`config.mk`:
```
export PLATFORM = sky130hd
export DESIGN_NAME = hstd_ctrl
export DESIGN_NICKNAME = d
export VERILOG_FILES = /design/src/rtl/hstd_pkg.sv /design/src/rtl/hstd_ctrl.sv
export SDC_FILE = /design/constraint.sdc
export NUM_CORES = 1
export LEC_CHECK = 0
export ABC_AREA = 0
export BUFFER_PORTS_ARGS = -buffer_cell sky130_fd_sc_hd__buf_2
export CAP_MARGIN = 0
export CORE_AREA = 2 2 43 45
export CTS_BUF_LIST = sky130_fd_sc_hd__clkbuf_8
export DETAILED_ROUTE_END_ITERATION = 8
export DIE_AREA = 0 0 45 47
export PLACE_DENSITY = 0.66
export SLEW_MARGIN = 40
export SYNTH_ARGS = -nofsm -noshare
export SYNTH_HDL_FRONTEND = slang
export SYNTH_SLANG_ARGS = --single-unit
```
`constraint.sdc`:
```
create_clock -name clk -period 2.8 [get_ports clk]
set_clock_uncertainty 0.2 [all_clocks]
set_input_delay 0 -clock clk [delete_from_list [all_inputs] [get_ports clk]]
set_output_delay 0 -clock clk [all_outputs]
set_load 0.02 [all_outputs]
```
`src/rtl/hstd_pkg.sv`:
```
// shared types and constants for the serialized-tree huffman decoder
`timescale 1ns / 1ps
package hstd_pkg;

  localparam logic [1:0] OP_BEGIN = 2'd0;
  localparam logic [1:0] OP_BYTE  = 2'd1;
  localparam logic [1:0] OP_END   = 2'd2;
  localparam logic [1:0] OP_BIT   = 2'd3;

  localparam logic [7:0] BYTE_LEAF   = 8'h4C;
  localparam logic [7:0] BYTE_BRANCH = 8'h42;
  localparam logic [7:0] SYM_NONE    = 8'h00;

  typedef enum logic [2:0] {
    ST_OK        = 3'd0,
    ST_UNDERFLOW = 3'd1,
    ST_MALFORMED = 3'd2,
    ST_FULL      = 3'd3,
    ST_NO_TREE   = 3'd4,
    ST_SINGLE    = 3'd5
  } status_t;

  typedef enum logic [2:0] {
    S_IDLE,
    S_EXEC,
    S_POP2,
    S_END_CHK,
    S_END_RD,
    S_END_NODE
  } state_t;

  typedef enum logic [3:0] {
    ACT_NONE,
    ACT_BEGIN,
    ACT_AWAIT,
    ACT_FAIL,
    ACT_END_FAIL,
    ACT_PUSH_LEAF,
    ACT_PUSH_BRANCH,
    ACT_LOAD_ROOT,
    ACT_STEP
  } act_t;

  typedef struct packed {
    logic    accept;
    logic    pop_rd;
    logic    stk0_rd;
    logic    root_rd;
    act_t    act;
    logic    emit;
    status_t code;
  } cmd_t;

  typedef struct packed {
    logic [1:0] op;
    logic       leaf_byte;
    logic       branch_byte;
    logic       awaiting;
    logic       failed;
    logic       ready;
    logic       root_leaf;
    logic       depth_lt2;
    logic       full;
    logic       depth_one;
    logic       out_free;
  } stat_t;

endpackage

```
`src/rtl/hstd_ctrl.sv`:
```
// controller state machine: sequences memory accesses and result writes per request
`timescale 1ns / 1ps
module hstd_ctrl (
  input  logic           clk,
  input  logic           rst,
  input  logic           in_valid,
  output logic           in_ready,
  input  hstd_pkg::stat_t stat,
  output hstd_pkg::cmd_t  cmd
);

  hstd_pkg::state_t  state;
  hstd_pkg::state_t  state_next;
  logic              done;
  hstd_pkg::act_t    done_act;
  hstd_pkg::status_t done_code;

  always_ff @(posedge clk) begin
    if (rst) begin
      state <= hstd_pkg::S_IDLE;
    end else begin
      state <= state_next;
    end
  end

  assign in_ready = (state == hstd_pkg::S_IDLE);

  always_comb begin
    state_next = state;
    cmd        = '0;
    cmd.act    = hstd_pkg::ACT_NONE;
    cmd.code   = hstd_pkg::ST_OK;
    done       = 1'b0;
    done_act   = hstd_pkg::ACT_NONE;
    done_code  = hstd_pkg::ST_OK;
    case (state)
      hstd_pkg::S_IDLE: begin
        if (in_valid) begin
          cmd.accept = 1'b1;
          state_next = hstd_pkg::S_EXEC;
        end
      end
      hstd_pkg::S_EXEC: begin
        case (stat.op)
          hstd_pkg::OP_BEGIN: begin
            done     = 1'b1;
            done_act = hstd_pkg::ACT_BEGIN;
          end
          hstd_pkg::OP_BYTE: begin
            if (stat.failed || stat.ready) begin
              done = 1'b1;
            end else if (stat.awaiting) begin
              done = 1'b1;
              if (stat.full) begin
                done_act  = hstd_pkg::ACT_FAIL;
                done_code = hstd_pkg::ST_FULL;
              end else begin
                done_act = hstd_pkg::ACT_PUSH_LEAF;
              end
            end else if (stat.leaf_byte) begin
              done     = 1'b1;
              done_act = hstd_pkg::ACT_AWAIT;
            end else if (stat.branch_byte) begin
              if (stat.depth_lt2) begin
                done      = 1'b1;
                done_act  = hstd_pkg::ACT_FAIL;
                done_code = hstd_pkg::ST_UNDERFLOW;
              end else if (stat.full) begin
                done      = 1'b1;
                done_act  = hstd_pkg::ACT_FAIL;
                done_code = hstd_pkg::ST_FULL;
              end else begin
                // right child is in the stack read register, fetch the left one
                cmd.pop_rd = 1'b1;
                state_next = hstd_pkg::S_POP2;
              end
            end else begin
              done = 1'b1;
            end
          end
          hstd_pkg::OP_END: begin
            if (stat.awaiting && !stat.failed && !stat.ready) begin
              if (stat.full) begin
                done      = 1'b1;
                done_act  = hstd_pkg::ACT_FAIL;
                done_code = hstd_pkg::ST_FULL;
              end else begin
                // trailing leaf with no symbol byte
                cmd.act    = hstd_pkg::ACT_PUSH_LEAF;
                state_next = hstd_pkg::S_END_CHK;
              end
            end else begin
              state_next = hstd_pkg::S_END_CHK;
            end
          end
          hstd_pkg::OP_BIT: begin
            done = 1'b1;
            if (!stat.ready) begin
              done_code = hstd_pkg::ST_NO_TREE;
            end else if (stat.root_leaf) begin
              done_code = hstd_pkg::ST_SINGLE;
            end else begin
              done_act = hstd_pkg::ACT_STEP;
            end
          end
          default: begin
            done = 1'b1;
          end
        endcase
      end
      hstd_pkg::S_POP2: begin
        done     = 1'b1;
        done_act = hstd_pkg::ACT_PUSH_BRANCH;
      end
      hstd_pkg::S_END_CHK: begin
        if (stat.failed || !stat.depth_one) begin
          done      = 1'b1;
          done_act  = hstd_pkg::ACT_END_FAIL;
          done_code = hstd_pkg::ST_MALFORMED;
        end else begin
          cmd.stk0_rd = 1'b1;
          state_next  = hstd_pkg::S_END_RD;
        end
      end
      hstd_pkg::S_END_RD: begin
        cmd.root_rd = 1'b1;
        state_next  = hstd_pkg::S_END_NODE;
      end
      hstd_pkg::S_END_NODE: begin
        done     = 1'b1;
        done_act = hstd_pkg::ACT_LOAD_ROOT;
      end
      default: begin
        state_next = hstd_pkg::S_IDLE;
      end
    endcase
    // finishing actions wait for a free result slot
    if (done && stat.out_free) begin
      cmd.act    = done_act;
      cmd.emit   = 1'b1;
      cmd.code   = done_code;
      state_next = hstd_pkg::S_IDLE;
    end
  end

endmodule

```
Word level (Yosys, flattened, before mapping) --
Cells that the tools add are included.
Cells by class: reduce and logical (&&, ||, !) cells 14, muxes and demuxes 65, bitwise operators 1, eq/ne operators 18
Operator list (number):
- 3-bit 2-to-1 mux | 23
- 4-bit case mux with 4 select lines | 2
- 4-bit 2-to-1 mux | 6
- 1-bit 2-to-1 mux | 21
- 3-bit != test, second input constant | 6
- 3-bit case mux with 5 select lines | 1
- 2-bit 2-to-1 mux | 6
- 3-bit case mux with 2 select lines | 2
- 11-bit AND reduction | 1
- 3-bit case mux with 3 select lines | 1
- 8-bit 2-to-1 mux | 1
- 3-bit by 2-bit equality test with 1-bit output, second input constant | 2
- 3-bit equality test, second input constant | 2
- 1-bit case mux with 3 select lines | 2
- 2-bit OR reduction | 3
- 2-bit equality test, second input constant | 2
- 2-bit != test, second input constant | 2
- 4-bit != test, second input constant | 1
- 3-bit by 1-bit equality test with 1-bit output, second input constant | 1
- 1-bit logical AND | 3
- 1-bit zero test | 3
- 3-bit zero test | 1
- 3-bit by 1-bit != test with 1-bit output, second input constant | 1
- 2-bit by 1-bit equality test with 1-bit output, second input constant | 1
- other kinds (3) | 4
Storage, ports and cells: input port bits 15, output and inout port bits 13, word-level logic and storage cells 99, flip-flop bits (word level) 3

Longest topological paths before layout --
Gate-level depths: netlist (run 1).
word-level depth 10, mapped depth 7, gate-level depth less buffers 7

Least setup slack after synthesis (run 1) --
No wires, ideal clock.
path type flip-flop to output port, start point register state[1], end point output port cmd[4] (netlist bit), data required time 2.600 ns, setup slack 0.999 ns, arrival time 1.601 ns, cell stages (with the launch flop) 6, path buffers 0, cell sequence dfxtp_1 -> or3b_1 -> a311oi_2 -> a22oi_2 -> a211o_1 -> o21ai_1
RTL lines:
- from (decl) | line hstd_ctrl.sv:12 | hstd_pkg::state_t state;
- from (signal assigned) | line hstd_ctrl.sv:20 | state <= hstd_pkg::S_IDLE;
- from (signal assigned) | line hstd_ctrl.sv:22 | state <= state_next;
- to (decl) | line hstd_ctrl.sv:9 | output hstd_pkg::cmd_t cmd

==> flow_summary.rst, run 1 <==
.. list-table::
   :header-rows: 1

   * - Metric
     - Value
   * - Result of the run
     - finished clean
   * - N_diodes
     - 0
   * - Measured slew at the worst slew-check pin
     - 0.617 ns
   * - Number of flops mapped to enable cells by yosys
     - 0
   * - Peak clock frequency supported by timing
     - 0.441 GHz
   * - Unrepaired setup endpoints after global routing
     - no
   * - Clock tree from TritonCTS
     - yes
   * - Largest regs
     - state (3)
   * - Number of inserted filler cells in the final layout
     - 182
   * - Time the worst path needs with I/O delays and setup
     - 2.27 ns
   * - Root cell of the clock tree
     - sky130_fd_sc_hd__clkbuf_8
   * - DR vias
     - 718
   * - Total CTS buffers
     - 3
   * - Average wire per cell in the routed design
     - 12.3 um
   * - CP Max Fanout
     - 11
   * - Setup Fix Bufs, Post-CTS
     - 0
   * - Number of flip-flops under the largest register name
     - 3
   * - Ports
     - 28
   * - Crit path max-delay cell type
     - sky130_fd_sc_hd__dfxtp_1
   * - Buffers on Ports
     - 27
   * - Kind of launch point of the worst setup path
     - register
   * - Antenna violations before repair
     - 0
   * - FFs w/ async S/R, synth
     - 0
   * - Remaining routing DRC violations
     - 0
   * - Chain of cells forming the critical path
     - or3b_1 -> a311oi_2 -> a22oi_2 -> nor2b_2 -> and4b_1 -> buf_2
   * - Data arrival time of the critical path
     - 2.07 ns
   * - Yosys warning count
     - 0
   * - Weighted congestion reported at the end of routability-driven placement
     - 0.784
   * - Total number of nets in the final design
     - 134
   * - Hold/Removal Path Class
     - input pin to register
   * - Part of the Yosys area used for sequential elements
     - 0.0990
   * - Count of maximum capacitance violations
     - 0
   * - Drt via density
     - 5.48
   * - Fin. max-slew vios
     - 0
   * - Vert. Die Dim
     - 47 um
   * - Largest register by flop count
     - state
   * - Drt total wl
     - 1610 um
   * - Maximum level of the CTS H-tree
     - 1
   * - Ratio of cells with drive above 1 in the final layout
     - 0.316
   * - Net Count, Synth
     - 104
   * - Endpoint type of the worst setup path
     - output pin
   * - Mean instance size in the synthesized netlist
     - 7.14 sq um
   * - Worst vdd rail ir drop
     - 0.367 mV
   * - Primary FF master, synth
     - sky130_fd_sc_hd__dfxtp_1
   * - Clk pin slew, worst setup/hold paths
     - 0.03 ns
   * - First-pass GRT wire length
     - 2720 um
   * - Worst stage delay on the critical path
     - 0.48 ns
   * - Global routing usage summed across all routing layers
     - 0.167
   * - Data required time at the worst endpoint
     - 2.60 ns
   * - Grt total ovfl
     - 0
   * - Worst R2R Setup Slack
     - 0.90 ns
   * - Period utilization
     - 0.810
   * - DIE AREA
     - 2120 sq um
   * - Resize count post-CTS
     - 0
   * - DRT iter0 DRCs
     - 11
   * - Leak pwr
     - 0.392 nW
   * - Layout overhead on the synthesized area
     - 32.4%
   * - DP HPWL
     - 1290 um
   * - Remaining antenna violation count
     - 0
   * - Register bit count reported by yosys
     - 3
   * - Largest net degree at the start of global routing
     - 12
   * - Chip Width
     - 45 um
   * - Maximum number of buffers from clock root to sink
     - 2
   * - Type of the worst setup path
     - register to output pin
   * - Effective utilization at floorplan
     - 0.367
   * - Final setup vio count
     - 0
   * - Insertion delay to the later sink of the worst-skew pair
     - 0.22 ns
   * - Final-layout setup total negative slack
     - 0 ns
   * - Pwr/cell area
     - 607 nW/um^2
   * - First-pass iteration count of the detailed router
     - 4
   * - Number of global-route vias before repair
     - 653
   * - Core Area
     - 1650 sq um
   * - Post-Route Hold Slack
     - 0.0869 ns
   * - Worst slew slack as a fraction of its limit
     - 0.585
   * - Post-Synthesis Cell Area
     - 607 sq um
   * - CTS sink cnt
     - 3
   * - Number of hold violations in the final report
     - 0
   * - Syn Inst Count
     - 85
   * - Count of different cell masters after synthesis
     - 40
   * - Total number of placement rows
     - 15
   * - Pwr Total
     - 0.000488 W
-- stage by stage --
| stage | setup WS [ns] | area [sq um] | std cells | util |
|---|---|---|---|---|
| 2_1_floorplan | 0.999 | 607 | 85 | - |
| 3_3_place_gp | 0.795 | 748 | 126 | 0.453 |
| 3_5_place_dp | 0.751 | 748 | 126 | 0.453 |
| 4_1_cts | 0.515 | 803 | 131 | 0.486 |
| 5_1_grt | 0.357 | 803 | 131 | 0.486 |
| 6_report | 0.532 | 803 | 131 | 0.486 |
-- repair_timing --
action                                  in CTS  in global routing
endpoints found under the setup margin       0                  0
hold buffers                                 1                  0
hold endpoints to repair                     3                  0
-- cells in the final DEF (no fill, tap or decap), drive strengths merged, types with 2 or more instances in the layout --
cell type and n:
a211o 3, a21oi 5, a22oi 2, a31oi 2, and2 2, buf 27
clkbuf 3, dfxtp 3, ha 4, inv 7, nand2 3, nand2b 5
nand3 2, nor2 7, nor2b 6, nor3 6, nor3b 2, o21a 2
o21ai 5, o21bai 2
-- kinds of logic (layout without fill, tap and decap cells) --
group	Yosys count	count (layout)	share of synthesized area
AOI/OAI and AO/OA	28	28	0.340
adders and majority gates	4	4	0.0825
and+or+nand+nor	40	40	0.400
buffers and inverters	9	38	0.0618
muxes	1	1	0.0165
DFF	3	3	0.0990
-- per-layer routing --
metal,vias up,track usage,wire length (um)
met1,328,0.245,778
met4,0,0.0235,0
met2,17,0.257,748
met3,0,0.0346,78
li1,373,-,-
met5,-,0,0
-- final timing paths --
path             from  endpoint  cells past startpoint
min reg2reg  state[0]  state[0]                      2
min           stat[0]  state[1]                      4
max          state[0]    cmd[7]                      6
max reg2reg  state[0]  state[0]                      5
-- critical path: cells and delay by family (launching register included) --
family	cells	cell delay (ns)
buffers and inverters	1	0.16
DFF	1	0.48
AOI/OAI and AO/OA	2	0.43
and+or+nand+nor	3	0.77
-- where the power goes --
part	leakage, nW	switching [W]	internal [W]
Sequential	0.0246	0.0000297	0.0000573
Combinational	0.340	0.000164	0.000114
Clock	0.0269	0.0000290	0.0000934
Total	0.392	0.000223	0.000265
-- Yosys cell counts, types with 2 or more instances --
cell	instances	share of area
sky130_fd_sc_hd__ha_1	4	0.082
sky130_fd_sc_hd__nand3_1	2	0.016
sky130_fd_sc_hd__nor2_1	7	0.043
sky130_fd_sc_hd__nand2_1	3	0.019
sky130_fd_sc_hd__nand2b_1	5	0.052
sky130_fd_sc_hd__nor2b_1	5	0.052
sky130_fd_sc_hd__a211o_1	3	0.043
sky130_fd_sc_hd__a31oi_1	2	0.021
sky130_fd_sc_hd__inv_1	5	0.031
sky130_fd_sc_hd__dfxtp_1	3	0.099
sky130_fd_sc_hd__nor3_1	5	0.041
sky130_fd_sc_hd__and2_1	2	0.021
sky130_fd_sc_hd__a21oi_1	5	0.041
sky130_fd_sc_hd__o21ai_0	3	0.025
sky130_fd_sc_hd__o21bai_1	2	0.025
sky130_fd_sc_hd__buf_2	3	0.025
sky130_fd_sc_hd__o21ai_1	2	0.016
sky130_fd_sc_hd__o21a_1	2	0.025
-- cell type report --
class,count,area (sq um),share of cell area
clock buffer,3,41.3,0.0514
clock inverter,1,3.75,0.00467
inverter,6,22.5,0.0280
multi-input combinational,73,509,0.634
sequential,3,60.1,0.0748
tap,17,21.3,0.0265
timing repair buffer,28,145,0.181
No activity file was read; power rests on OpenSTA's default activity.
==> run 2, diff against run 1 <==
==> constraint.sdc (replaced) <==
create_clock -name clk -period 2.2 [get_ports clk]
set_clock_uncertainty 0.2 [all_clocks]
set_input_delay 0 -clock clk [delete_from_list [all_inputs] [get_ports clk]]
set_output_delay 0 -clock clk [all_outputs]
set_load 0.02 [all_outputs]
==> run 2 against run 1 <==
Net effect: critical path depth unchanged; critical path type unchanged; global-route usage down 0.38 points; critical endpoint unchanged; largest cell class unchanged; largest power group unchanged; non-clock buffer count up 3.
==> flow_summary.rst, run 2 (same netlist as run 1, synthesis figures left out) <==
.. list-table::
   :header-rows: 1

   * - Metric
     - Value
   * - Result of the run
     - finished clean
   * - Final-layout setup total negative slack
     - 0 ns
   * - Global routing usage summed across all routing layers
     - 0.163
   * - CP Max Fanout
     - 8
   * - Maximum number of buffers from clock root to sink
     - 2
   * - Pwr/cell area
     - 810 nW/um^2
   * - Worst vdd rail ir drop
     - 0.562 mV
   * - Core Area
     - 1650 sq um
   * - N_diodes
     - 0
   * - Worst Hold Path Cells
     - 5
   * - Drt via density
     - 5.71
   * - Root cell of the clock tree
     - sky130_fd_sc_hd__clkbuf_8
   * - Kind of launch point of the worst setup path
     - register
   * - Standard cell area after detailed placement
     - 756 sq um
   * - Reg-to-Reg End
     - state[0]
   * - Final setup vio count
     - 0
   * - Antenna violations before repair
     - 0
   * - WHS Endpoint
     - state[1]
   * - Measured slew at the worst slew-check pin
     - 0.618 ns
   * - Commonest non-fill, non-tap cell in the layout
     - sky130_fd_sc_hd__buf_2
   * - Ratio of cells with drive above 1 in the final layout
     - 0.350
   * - Comb power frac
     - 0.634
   * - Layout overhead on the synthesized area
     - 36.7%
   * - Endpoint type of the worst setup path
     - output pin
   * - Sequential share of power
     - 0.138
   * - Insertion delay to the later sink of the worst-skew pair
     - 0.21 ns
   * - Clock tree from TritonCTS
     - yes
   * - Ports
     - 28
   * - Buffers on Ports
     - 27
   * - Peak clock frequency supported by timing
     - 0.479 GHz
   * - Post-Route Hold Slack
     - 0.122 ns
   * - Remaining antenna violation count
     - 0
   * - Count of maximum capacitance violations
     - 0
   * - Period utilization
     - 0.949
   * - First-pass iteration count of the detailed router
     - 4
   * - Power Internal
     - 0.000372 W
   * - Total CTS buffers
     - 3
   * - Number of flip-flops under the largest register name
     - 3
   * - Switching part of the total power
     - 0.446
   * - Vert. Die Dim
     - 47 um
   * - Total number of placement rows
     - 15
   * - DRT iter0 DRCs
     - 22
   * - Time the worst path needs with I/O delays and setup
     - 2.09 ns
   * - Register-to-Register Path Depth
     - 7
   * - Reg-to-Reg Start
     - state[1]
   * - Worst setup slack after placement
     - 0.240 ns
   * - Largest regs
     - state (3)
   * - DIE AREA
     - 2120 sq um
   * - Total number of nets in the final design
     - 137
   * - Weighted congestion reported at the end of routability-driven placement
     - 0.778
   * - Crit path launch
     - state[1]
   * - Drt total wl
     - 1700 um
   * - Fin. max-slew vios
     - 0
   * - Chip Width
     - 45 um
   * - Largest net degree at the start of global routing
     - 12
   * - DP HPWL
     - 1290 um
   * - Number of hold violations in the final report
     - 0
   * - Worst slew slack as a fraction of its limit
     - 0.585
   * - Remaining routing DRC violations
     - 0
   * - Post-route setup slack
     - 0.113 ns
   * - Final Core Density
     - 0.502
   * - Type of the worst setup path
     - register to output pin
   * - Worst R2R Setup Slack
     - 0.24 ns
   * - CTS sink cnt
     - 3
   * - Effective utilization at floorplan
     - 0.367
   * - Grt total ovfl
     - 0
   * - Leak pwr
     - 0.408 nW
   * - Data required time at the worst endpoint
     - 2.00 ns
   * - Sw power
     - 0.000299 W
   * - Largest register by flop count
     - state
   * - Clk pin slew, worst setup/hold paths
     - 0.03 ns
   * - Hold/Removal Path Class
     - input pin to register
   * - Average wire per cell in the routed design
     - 12.7 um
   * - Data arrival time of the critical path
     - 1.89 ns
   * - Maximum level of the CTS H-tree
     - 1
   * - Fraction of power consumed by the clock network
     - 0.228
   * - Final std cell area, no fill
     - 830 sq um
   * - Number of global-route vias before repair
     - 660
   * - First-pass GRT wire length
     - 2610 um
   * - Top library cells by usage in the layout, fill and taps aside
     - sky130_fd_sc_hd__buf_2 (27), sky130_fd_sc_hd__nor2_1 (7), sky130_fd_sc_hd__inv_1 (6)
   * - DR vias
     - 765
   * - Source of the worst hold timing path
     - stat[1]
==> run 2: cell types whose count changed in the layout (fill, tap and decap cells not counted) <==
cell and delta:
sky130_fd_sc_hd__or3b_4 +1, sky130_fd_sc_hd__dfxtp_2 +1, sky130_fd_sc_hd__buf_4 +3, sky130_fd_sc_hd__or3b_1 -1, sky130_fd_sc_hd__dfxtp_1 -1
==> run 2: power by group through the flow <==
stage / Sequential (W) / Clock, W / Combinational [W]
after floorplan: 0.0000852 / 0 / 0.000291
after global placement: 0.0000904 / 0 / 0.000388
after detailed placement: 0.0000915 / 0 / 0.000391
after CTS: 0.0000906 / 0.000157 / 0.000395
after global routing: 0.0000959 / 0.000160 / 0.000468
final: 0.0000927 / 0.000153 / 0.000426
==> run 2: how the worst max path moves through the flow <==
stage / endpoint / slack (ns)
after global routing: cmd[7] / -0.007
after floorplan: cmd[4] / 0.40
after CTS: cmd[7] / 0.0009
final: cmd[7] / 0.11
after detailed placement: cmd[7] / 0.24
after global placement: cmd[7] / 0.30
==> run 2: critical path: stages, from the launching register on <==
cell and delay [ns]:
sky130_fd_sc_hd__dfxtp_1 0.36, sky130_fd_sc_hd__or3b_4 0.43, sky130_fd_sc_hd__a311oi_2 0.23, sky130_fd_sc_hd__a22oi_2 0.14
sky130_fd_sc_hd__nor2b_2 0.17, sky130_fd_sc_hd__and4b_1 0.19, sky130_fd_sc_hd__buf_2 0.16
==> run 2: what timing repair did <==
item | CTS | global route
gates resized for setup | 0 | 2
setup endpoints to repair | 0 | 5
buffers inserted | 0 | 2
hold buffers | 1 | 0
hold endpoints to repair | 3 | 0
==> run 2: per-layer routing <==
layer / vias to the layer above / global-route usage / wire length, um
li1: 384 / - / -
met1: 356 / 0.211 / 768
met2: 25 / 0.289 / 840
met3: 0 / 0.0115 / 89
met4: 0 / 0.0529 / 0
met5: - / 0 / 0
==> run 2: area by class of cell <==
type | count | area, sq um
fill | 176 | 822
multi-input combinational | 73 | 512
timing repair buffer | 31 | 168
sequential | 3 | 61.3
clock buffer | 3 | 41.3
inverter | 6 | 22.5
tap | 17 | 21.3
clock inverter | 1 | 3.75
==> run 2: metrics by stage <==
stage | total power, W | instances
3_3_place_gp | 0.000479 | 127
6_report | 0.000672 | 134
3_5_place_dp | 0.000483 | 127
4_1_cts | 0.000642 | 132
2_1_floorplan | 0.000376 | 85
5_1_grt | 0.000723 | 134
